[src/hw/rtl/epo_pkg.sv]
// ---------------------------------------------------------------------------
// epo_pkg
// types and constants shared by the projection fit filter and its divider
// ---------------------------------------------------------------------------
package epo_pkg;

	localparam int MaxColumns = 256;
	localparam int MaxRows    = 4096;
	localparam int ColBits    = 8;
	localparam int RowBits    = 13;

	localparam logic [1:0] OP_FIT    = 2'd0;
	localparam logic [1:0] OP_FILTER = 2'd1;
	localparam logic [1:0] OP_PASS   = 2'd2;
	localparam logic [1:0] OP_NONE   = 2'd3;

	localparam logic [1:0] ST_OK       = 2'd0;
	localparam logic [1:0] ST_FEW_ROWS = 2'd1;
	localparam logic [1:0] ST_ZERO_VAR = 2'd2;
	localparam logic [1:0] ST_UNFIT    = 2'd3;

	localparam logic [0:0] REG_COLUMN_COUNT  = 1'b0;
	localparam logic [0:0] REG_CENTER_ENABLE = 1'b1;

	typedef struct packed {
		logic [1:0]         opcode;
		logic signed [15:0] sample_value;
		logic signed [15:0] parameter_value;
		logic               last_element;
	} in_item_t;

	typedef struct packed {
		logic signed [23:0] filtered_value;
		logic [1:0]         status;
	} out_item_t;

	// request from the control to the divider
	typedef struct packed {
		logic               start;
		logic signed [63:0] num;
		logic [63:0]        den;
	} div_req_t;

	typedef struct packed {
		logic               done;
		logic signed [31:0] quot;
	} div_rsp_t;

endpackage

[src/hw/rtl/epo_div.sv]
// ---------------------------------------------------------------------------
// epo_div
// restoring divider, one quotient bit per cycle: num*2^16/den, saturated q16
// ---------------------------------------------------------------------------
module epo_div (
	input  logic              clk,
	input  logic              arst_n,
	input  epo_pkg::div_req_t req,
	output epo_pkg::div_rsp_t rsp
);

	logic        busy_q;
	logic [6:0]  cnt_q;
	logic        neg_q;
	logic [63:0] mag_q;
	logic [63:0] den_q;
	logic [64:0] rem_q;
	logic [79:0] quo_q;
	logic [64:0] rem_sh;
	logic [63:0] mag_abs;
	logic        bit_in;
	logic        done_q;
	logic [31:0] res;

	assign mag_abs = req.num[63] ? (64'd0 - req.num) : req.num;
	// dividend is mag<<16, fed msb first over 80 steps
	assign bit_in  = (cnt_q >= 7'd16) ? mag_q[6'(cnt_q - 7'd16)] : 1'b0;
	assign rem_sh  = {rem_q[63:0], bit_in};

	always_ff @(posedge clk or negedge arst_n) begin
		if (!arst_n) begin
			busy_q <= 1'b0;
			done_q <= 1'b0;
			cnt_q  <= '0;
		end else begin
			done_q <= 1'b0;
			if (req.start) begin
				busy_q <= 1'b1;
				cnt_q  <= 7'd79;
			end else if (busy_q) begin
				if (cnt_q == 7'd0) begin
					busy_q <= 1'b0;
					done_q <= 1'b1;
				end else begin
					cnt_q <= cnt_q - 7'd1;
				end
			end
		end
	end

	always_ff @(posedge clk) begin
		if (req.start) begin
			neg_q <= req.num[63];
			mag_q <= mag_abs;
			den_q <= req.den;
			rem_q <= '0;
			quo_q <= '0;
		end else if (busy_q) begin
			if (rem_sh >= {1'b0, den_q}) begin
				rem_q <= rem_sh - {1'b0, den_q};
				quo_q <= {quo_q[78:0], 1'b1};
			end else begin
				rem_q <= rem_sh;
				quo_q <= {quo_q[78:0], 1'b0};
			end
		end
	end

	always_comb begin
		if (quo_q[79:31] != '0) begin
			res = 32'h8000_0000;
		end else begin
			res = quo_q[31:0];
		end
		if (neg_q) begin
			rsp.quot = (res[31]) ? 32'sh8000_0000 : -$signed(res);
		end else begin
			rsp.quot = res[31] ? 32'sh7FFF_FFFF : $signed(res);
		end
		rsp.done = done_q;
	end

endmodule

[config.mk]
export PLATFORM = sky130hd
export DESIGN_NAME = epo_div
export DESIGN_NICKNAME = d
export VERILOG_FILES = /design/src/hw/rtl/epo_pkg.sv /design/src/hw/rtl/epo_div.sv
export SDC_FILE = /design/constraint.sdc
export NUM_CORES = 1
export LEC_CHECK = 0
export ABC_AREA = 1
export BUFFER_PORTS_ARGS = -buffer_cell sky130_fd_sc_hd__buf_2
export CAP_MARGIN = 40
export CORE_UTILIZATION = 50
export CTS_CLUSTER_DIAMETER = 80
export DETAILED_ROUTE_END_ITERATION = 7
export PLACE_DENSITY_LB_ADDON = 0.3
export SYNTH_ARGS = -nofsm -noshare
export SYNTH_HDL_FRONTEND = slang
export SYNTH_SLANG_ARGS = --single-unit
[constraint.sdc]
create_clock -name clk -period 3.51 [get_ports clk]
set_clock_uncertainty 0.15 [all_clocks]
set_input_delay 0.702 -clock clk [delete_from_list [all_inputs] [get_ports clk]]
set_output_delay 0.702 -clock clk [all_outputs]
set_load 0.02 [all_outputs]
Word level (Yosys, flattened, before mapping). Index checks and enable logic that the tools add are counted.

Order comparisons: 3. Reductions and logical operators: 4. Equality and inequality tests: 1. Multiplexer cells: 19. $add $sub $neg: 5.

Operators with widths (number): $mux 32 (3); $ge 65x64->1 (1); $mux 64 (1); $sub 1x64->64 const A (1); $sub 64x64->64 (1); $mux 63 (1); $reduce_bool 49->1 (1); $neg 32->32 (1); $mux 31 (1); $mux 7 (3); $mux 1 (9); $ge 7x5->1 const B (1); $logic_not 7->1 (1); $lt 6x7->1 const B (1); $sub 7x1->7 const B (1); $bmux 1 s6 (1); $sub 6x5->6 const B (1); $ne 2x2->1 const B (1); $reduce_and 2->1 (1); $reduce_bool 2->1 (1).

Output and inout port bits: 33. Input port bits: 131. Register bits: 282.

Depth between registers and ports, before layout. Gate-level depths: netlist of the first run.

Depth after elaboration: 6. Mapped depth: 28. Depth with buffers taken out: 26.

Worst setup path before layout of the first run. OpenSTA, ideal clock, no wires.

Kind: reg-to-reg. Start point: register cnt_q[0]. End point: register rem_q[22]. Path buffers: 2. Data required time: 3.233 ns. Path slack: 0.218 ns. Stages on the path, launching flop included: 24. Library setup time: 0.127 ns. Period minus slack after synthesis: 3.292 ns. Arrival time: 3.015 ns. Cell sequence: dfrtp_1 > buf_2 > inv_2 > clkbuf_1 > nor2_1 > o211ai_1 > nand3_1 > nand2_1 > nand3_1 > nand2_1 > nand2_1 > ha_1 > fa_1 > o21ai_1 > nand2_1 > nand2_1 > nand2_1 > nand2_1 > nand2_1 > nand2_1 > xnor2_1 > nand2_1 > nand3_1 > o21ai_0.

Word-level cells in the longest chain between the ends: 6. Elaborated cells between the ends (all ways): 8. Those cells by class: add/sub (2); order compare (2); mux (4).

Ends and longest elaborated chain: start: declaration (line epo_div.sv:13) `logic [6:0] cnt_q;`; start signal: assignment (line epo_div.sv:45) `cnt_q <= cnt_q - 7'd1;`; $sub 6x5->6 (line epo_div.sv:27) `assign bit_in = (cnt_q >= 7'd16) ? mag_q[6'(cnt_q - 7'd16)] : 1'b0;`; $bmux 1 s6 (line epo_div.sv:27); $mux 1 (not written as such) (line epo_div.sv:27); $mux 1 * (line epo_div.sv:27); $sub 64x64->64 / $ge 65x64->1 (equally long branches) (line epo_div.sv:60, epo_div.sv:59); $mux 64 * (line epo_div.sv:59) `if (rem_sh >= {1'b0, den_q}) begin`; end signal: assignment (line epo_div.sv:60) `rem_q <= rem_sh - {1'b0, den_q};`; end signal: assignment (line epo_div.sv:63) `rem_q <= rem_sh;`; end: declaration (line epo_div.sv:17) `logic [64:0] rem_q;`.

Every way passes the cells marked *; elsewhere a longest branch is shown, timed or not. The select of a mux whose other input is x is not followed. A chain may end at the register's enable or synchronous reset.

Worst setup path in the final report of the first run. Same ends and word-level chain as after synthesis.

==> results of run 1 <==
## Yosys cell counts, types with 11 or more instances
cell | n | share of area [%]
inv_1 | 467 | 9.1
o21ai_1 | 18 | 0.47
nor2_1 | 328 | 6.4
clkbuf_1 | 50 | 0.98
nor3_1 | 16 | 0.42
nand3b_1 | 11 | 0.43
edfxtp_1 | 129 | 20
o21ai_0 | 135 | 3.5
dfxtp_1 | 144 | 15
nand2_1 | 727 | 14
xor2_1 | 61 | 2.8
or2_1 | 13 | 0.42
nor2_2 | 15 | 0.49
a21oi_1 | 113 | 2.9
inv_2 | 24 | 0.47
o211ai_1 | 14 | 0.55
o22ai_1 | 85 | 2.8
nand4_1 | 39 | 1.3
ha_1 | 71 | 4.6
xnor2_1 | 43 | 2.0
o21bai_1 | 20 | 0.78
nand3_1 | 191 | 5.0
## kinds of logic after synthesis
group | synth area share [%]
AOI/OAI and AO/OA | 12.4
xor gates and xnor gates | 4.74
adders and majority gates | 4.73
buffers and inverters | 11.6
DFF | 36.3
and+or+nand+nor | 30.2
## state kept, by name, indices dropped and copies added, names as in the netlist
name    count
neg_q       1
cnt_q       7
busy_q      1
rem_q      64
done_q      1
den_q      64
mag_q      64
quo_q      80
## final cells by class
type | instances | area, sq um | share of cell area, %
diodes | 4 | 10.0 | 0.0415
clock buffers | 34 | 787 | 3.26
clock inverters | 22 | 294 | 1.22
inverters | 493 | 1870 | 7.76
multi-input cells | 1969 | 11200 | 46.2
flip-flops and latches | 282 | 6990 | 28.9
well taps | 511 | 639 | 2.65
repair buffers | 286 | 2380 | 9.88
repair inverters | 1 | 5.00 | 0.0207
## per-stage QoR
step	total power [W]	worst slack, ns	setup TNS [ns]	hold slack (ns)	utilization (%)
final	0.0165	-0.0547	-0.623	0.147	63.9
after global routing	0.0174	-0.284	-14.58	0.129	63.9
after CTS	0.0144	-0.0116	-0.0389	0.124	58.9
after detailed placement	0.0107	-0.236	-2.19	0.308	55.5
after global placement	0.0106	-0.221	-1.29	0.305	55.5
after floorplan	0.00860	0.218	0	0.256	-
## report_power, final
group | total (W) | switching, W | internal (W)
Sequential | 0.00420 | 0.000311 | 0.00389
Combinational | 0.00888 | 0.00522 | 0.00366
Clock | 0.00345 | 0.00133 | 0.00212
## path summary, 6_finish.rpt
check | startpoint | endpoint | slack, ns | depth (start not counted)
max | cnt_q[0] | rem_q[22] | -0.05 | 26
min | req[49] | den_q[49] | 0.15 | 1
max reg2reg | cnt_q[0] | rem_q[22] | -0.05 | 26
min reg2reg | cnt_q[5] | cnt_q[5] | 0.31 | 1
max in group asynchronous | arst_n | cnt_q[0] | 2.62 | 2
min in group asynchronous | arst_n | cnt_q[1] | 0.38 | 2
## timing repair
action	4_1_cts	5_1_grt
pin swaps	11	109
hold buffers	1	0
endpoints found under the hold margin	9	0
buffers inserted	6	23
setup endpoints to repair	50	91
gates resized for setup	43	360
cloned	1	22
## cells in the final DEF, fill, tap and decap left out, types with 8 or more instances in the layout
cell and instances:
o21bai_1 20, o21ai_1 55, nor2_4 19, xor2_1 60
nand3b_1 11, o22ai_1 85, buf_12 13, nand2_1 642
dfxtp_1 142, dfrtp_1 8, inv_1 464, ha_1 69
nand2_2 44, nor2_2 23, xnor2_1 37, buf_4 90
inv_2 26, o21ai_2 17, clkbuf_16 47, a21oi_1 99
nand3_2 52, o211ai_1 14, nand4_1 39, o21ai_0 81
or2_1 13, nor3_1 16, a21oi_2 15, edfxtp_1 129
nand2_4 47, nand3_1 138, nor2_1 308, buf_2 139
buf_6 20
## per-layer routing
metal  global-route usage, %  vias up
met5                       0        -
met3                    3.59      159
met1                    37.4     9080
li1                        -     9569
met2                    50.2      766
met4                    9.22        4
==> impl_results.md, run 1 <==
* Max Cap Viol at 0
* Vias in the first global route at 17968
* Starting Density at 50.9%
* Hpwl dp at 44800 microns
* Vias at 19578
* I/O pin total at 164
* RSZ-0062 raised after global routing: true
* Period Utilization, post-route at 102%
* Mapped Area at 19200 sq um
* Fill cell count at 3380
* CTS buffer count at 30
* Clock Sink Count at 282
* DR top layer: met5
* Ys flop type: dfxtp_1
* Routed vias/inst at 5.44
* Die area at 39200 sq um
* Status: finished, violations left
* Max-slew violation count at 0
* Drt pass-1 iters at 7
* Synthesized flop and latch total at 282
* Clk slew on worst S/H paths at 0.06 ns
* Routed wl met2 at 29200 microns
* Syn Inst Count at 2817
* Critical path data arrival time at 3.91 ns
* Port Buffers at 163
* CP Class: flop to flop
* Worst Path Required at 3.85 ns
* Final Hold Vio Count at 0
* CP dominant cell by count: nand2_1
* First-pass GRT wire length at 90400 microns
* Routed Wire Length at 61600 microns
* Root Buffer Master: clkbuf_16
* CP endpoint kind: flop
* CP top delay family: simple AND/OR/NAND/NOR gates
* TritonCTS clock tree: yes
* Hold WC Path Type: input port to flop
* Syn nets at 3020
* Synth async-reset ratio at 3.19%
* Yosys Warn Count at 0
* Pin count of the biggest net entering global routing at 134
* # nets final at 3266
* Sequential-to-total area share from yosys stat at 36.3%
* Worst setup margin at -0.0547 ns
* Leak at 11.6 nW
* Failing checks: negative setup slack
* Die Width at 198 microns
* Cells after DPL at 3489
* Design area at 24100 sq um
* Pwr dens at 685 nW/um^2
* # DRC at 0
* Max_slew headroom at 35.4%
* Area Overhead vs Synth at 25.7%
* GR Util All Layers at 29.0%
* DRT antenna net count at 0
* Remaining Overflow, GRT at 0
* Critical Path Start Type: flop
* Drt first-iter violations at 1614
* Routed wl met3 at 4210 microns
* Die Ht at 198 microns
* Max frequency at 281 MHz
* Buffer and inverter count on the worst path at 4
* Core ar. at 37800 sq um
* Row count at 71
* Unique cell type count in the Yosys netlist at 52
* Met1 Wirelength at 25800 microns
* Placed cell area at 20900 sq um
* Post-synth EDFFs at 129
* Final setup violation count at 30
* Share of cells above drive strength 1 at 19.9%
* Worst Tran Pin Value at 0.969 ns
* Worst VDD drop at 0.437 mV
* Max H-tree Level at 1
* Final critical-path required period at 3.56 ns
* Routed wire per std cell at 17.1 microns
* Worst stage delay on the critical path at 0.51 ns
* Initial antenna violation count at 6
* Non-Filler Instances at 3602
* Final Wtd Congestion at 1.04
* Clock latency on the worst-skew pair at 0.58 ns
* CTS Buffer Depth at 3
* Syn avg cell area at 6.82 sq um
* Worst-path maximum fanout at 8
* Crit-path slowest cell: dfrtp_2
(Power assumes the default switching activity.)
==> run 2: changes to the inputs <==
Settings changed: CTS_BUF_LIST set to sky130_fd_sc_hd__clkbuf_2 sky130_fd_sc_hd__clkbuf_4 sky130_fd_sc_hd__clkbuf_8.
==> run 2 against run 1 <==
Compared with the run above:
- the run still ends with negative setup slack left
- via count hardly changed
- utilization is 0.67 points lower
- global-route usage is 0.26 points higher
- fmax is 3.5% lower
- clock power is 6.7% lower
- wire length is 1.3% lower
- sequential power hardly changed
- worst hold slack worse by 0.046 ns
- first-iteration DRC count is 1.4% lower
==> impl_results.md, run 2 (same netlist as run 1, synthesis figures left out) <==
* Hold WC Path Type: input port to flop
* Worst setup margin at -0.183 ns
* Final Hold Vio Count at 0
* Row count at 71
* Max H-tree Level at 2
* Final Util at 63.3%
* RSZ-0062 raised after global routing: true
* CP endpoint kind: flop
* I/O pin total at 164
* CP Class: flop to flop
* Die area at 39200 sq um
* DR top layer: met5
* Max_slew headroom at 47.2%
* Area Overhead vs Synth at 24.4%
* Max-slew violation count at 0
* Final setup violation count at 59
* Hpwl dp at 44800 microns
* Period Utilization, post-route at 105%
* Failing checks: negative setup slack
* Die Ht at 198 microns
* CP dominant cell by count: nand2_1
* Core ar. at 37800 sq um
* Pin count of the biggest net entering global routing at 134
* Drt first-iter violations at 1591
* Root Buffer Master: clkbuf_8
* CTS buffer count at 47
* Crit-path slowest cell: dfrtp_2
* Design area at 23900 sq um
* First-pass GRT wire length at 90900 microns
* Routed vias/inst at 5.38
* Drt pass-1 iters at 5
* Max frequency at 271 MHz
* Fill cell count at 3422
* Remaining Overflow, GRT at 0
* Pwr dens at 663 nW/um^2
* Worst stage delay on the critical path at 0.54 ns
* # nets final at 3285
* Largest Register: quo_q
* Met1 Wirelength at 25300 microns
* Final Wtd Congestion at 1.04
* Setup TNS at -5.86 ns
* Clock Sink Count at 282
* Share of cells above drive strength 1 at 19.9%
* Worst Path Required at 3.86 ns
* Clock latency on the worst-skew pair at 0.63 ns
* Buffer and inverter count on the worst path at 4
* Worst Tran Pin Value at 0.792 ns
* Final critical-path required period at 3.69 ns
* Port Buffers at 163
* TritonCTS clock tree: yes
* Max FFs per register at 80
* Non-Filler Instances at 3637
* DRT antenna net count at 0
* Starting Density at 50.9%
* Routed wl met2 at 28900 microns
* Worst VDD drop at 0.316 mV
* Commonest non-fill, non-tap cells in the layout: nand2_1 (660), inv_1 (464), nor2_1 (304), nand3_1 (160), buf_2 (137)
* GR Util All Layers at 29.3%
* CP top delay family: simple AND/OR/NAND/NOR gates
* Vias in the first global route at 18228
* Max Cap Viol at 0
* CTS Buffer Depth at 3
* Routed wl met3 at 4180 microns
* Initial antenna violation count at 9
* Status: finished, violations left
* Placed cell area at 20900 sq um
* Vias at 19584
* Routed wire per std cell at 16.7 microns
* Cells after DPL at 3489
* Clk slew on worst S/H paths at 0.06 ns
* Leak at 11.5 nW
* Die Width at 198 microns
* # DRC at 0
* Routed Wire Length at 60800 microns
* Critical Path Start Type: flop
* Worst slack at placement at -0.236 ns
* Worst-path maximum fanout at 7
* Critical path data arrival time at 4.04 ns
* Commonest non-fill, non-tap cell in the layout: nand2_1
## run 2: cell types whose count changed in the layout (fill, tap and decap cells not counted), sizes merged
cell      change
bufinv        -4
diode         +1
clkinvlp      -1
buf           +5
clkbuf       +35
clkinv        -2
inv           +1
## run 2: metrics by stage
stage | total power (W) | hold WS [ns]
finish | 0.0158 | 0.101
global route | 0.0168 | 0.0629
CTS | 0.0142 | 0.0576
detailed placement | 0.0107 | 0.308
global placement | 0.0106 | 0.305
floorplan | 0.00860 | 0.256
## run 2: repair_timing
| action | CTS | global route |
|---|---|---|
| gates cloned | 2 | 19 |
| endpoints found under the hold margin | 9 | 0 |
| gates resized for setup | 72 | 265 |
| setup endpoints to repair | 47 | 94 |
| pin swaps | 20 | 90 |
| setup buffers | 8 | 25 |
| hold buffers | 1 | 0 |
## run 2: layout make-up
cell class | count | area, sq um | share of cell area [%]
inverter | 493 | 1880 | 7.85
sequential | 282 | 6990 | 29.3
antenna | 5 | 12.5 | 0.0524
clock inverter | 16 | 170 | 0.712
timing repair buffer | 288 | 2410 | 10.1
clock buffer | 72 | 885 | 3.70
multi-input combinational | 1969 | 10900 | 45.6
timing repair inverter | 1 | 5.00 | 0.0210
tap | 511 | 639 | 2.68
## run 2: path summary, 6_finish.rpt
| kind | startpoint | end | slack, ns | cells past startpoint |
|---|---|---|---|---|
| setup / recovery | cnt_q[0] | rem_q[36] | -0.18 | 26 |
| hold / removal | req[38] | den_q[38] | 0.10 | 1 |
| setup reg to reg | cnt_q[0] | rem_q[36] | -0.18 | 26 |
| hold reg to reg | cnt_q[5] | cnt_q[5] | 0.32 | 1 |
| max in group asynchronous | arst_n | cnt_q[0] | 2.67 | 2 |
| min in group asynchronous | arst_n | cnt_q[2] | 0.33 | 2 |
## run 2: where the power goes
part           switching, W  internal (W)
Clock               0.00138       0.00184
Combinational       0.00494       0.00349
Sequential         0.000307       0.00389
Total               0.00662       0.00921
## run 2: metal layers
layer | vias to the layer above | track usage [%]
met3 | 172 | 4.41
met5 | - | 0
li1 | 9621 | -
met4 | 8 | 11.9
met2 | 784 | 49.9
met1 | 8999 | 36.9
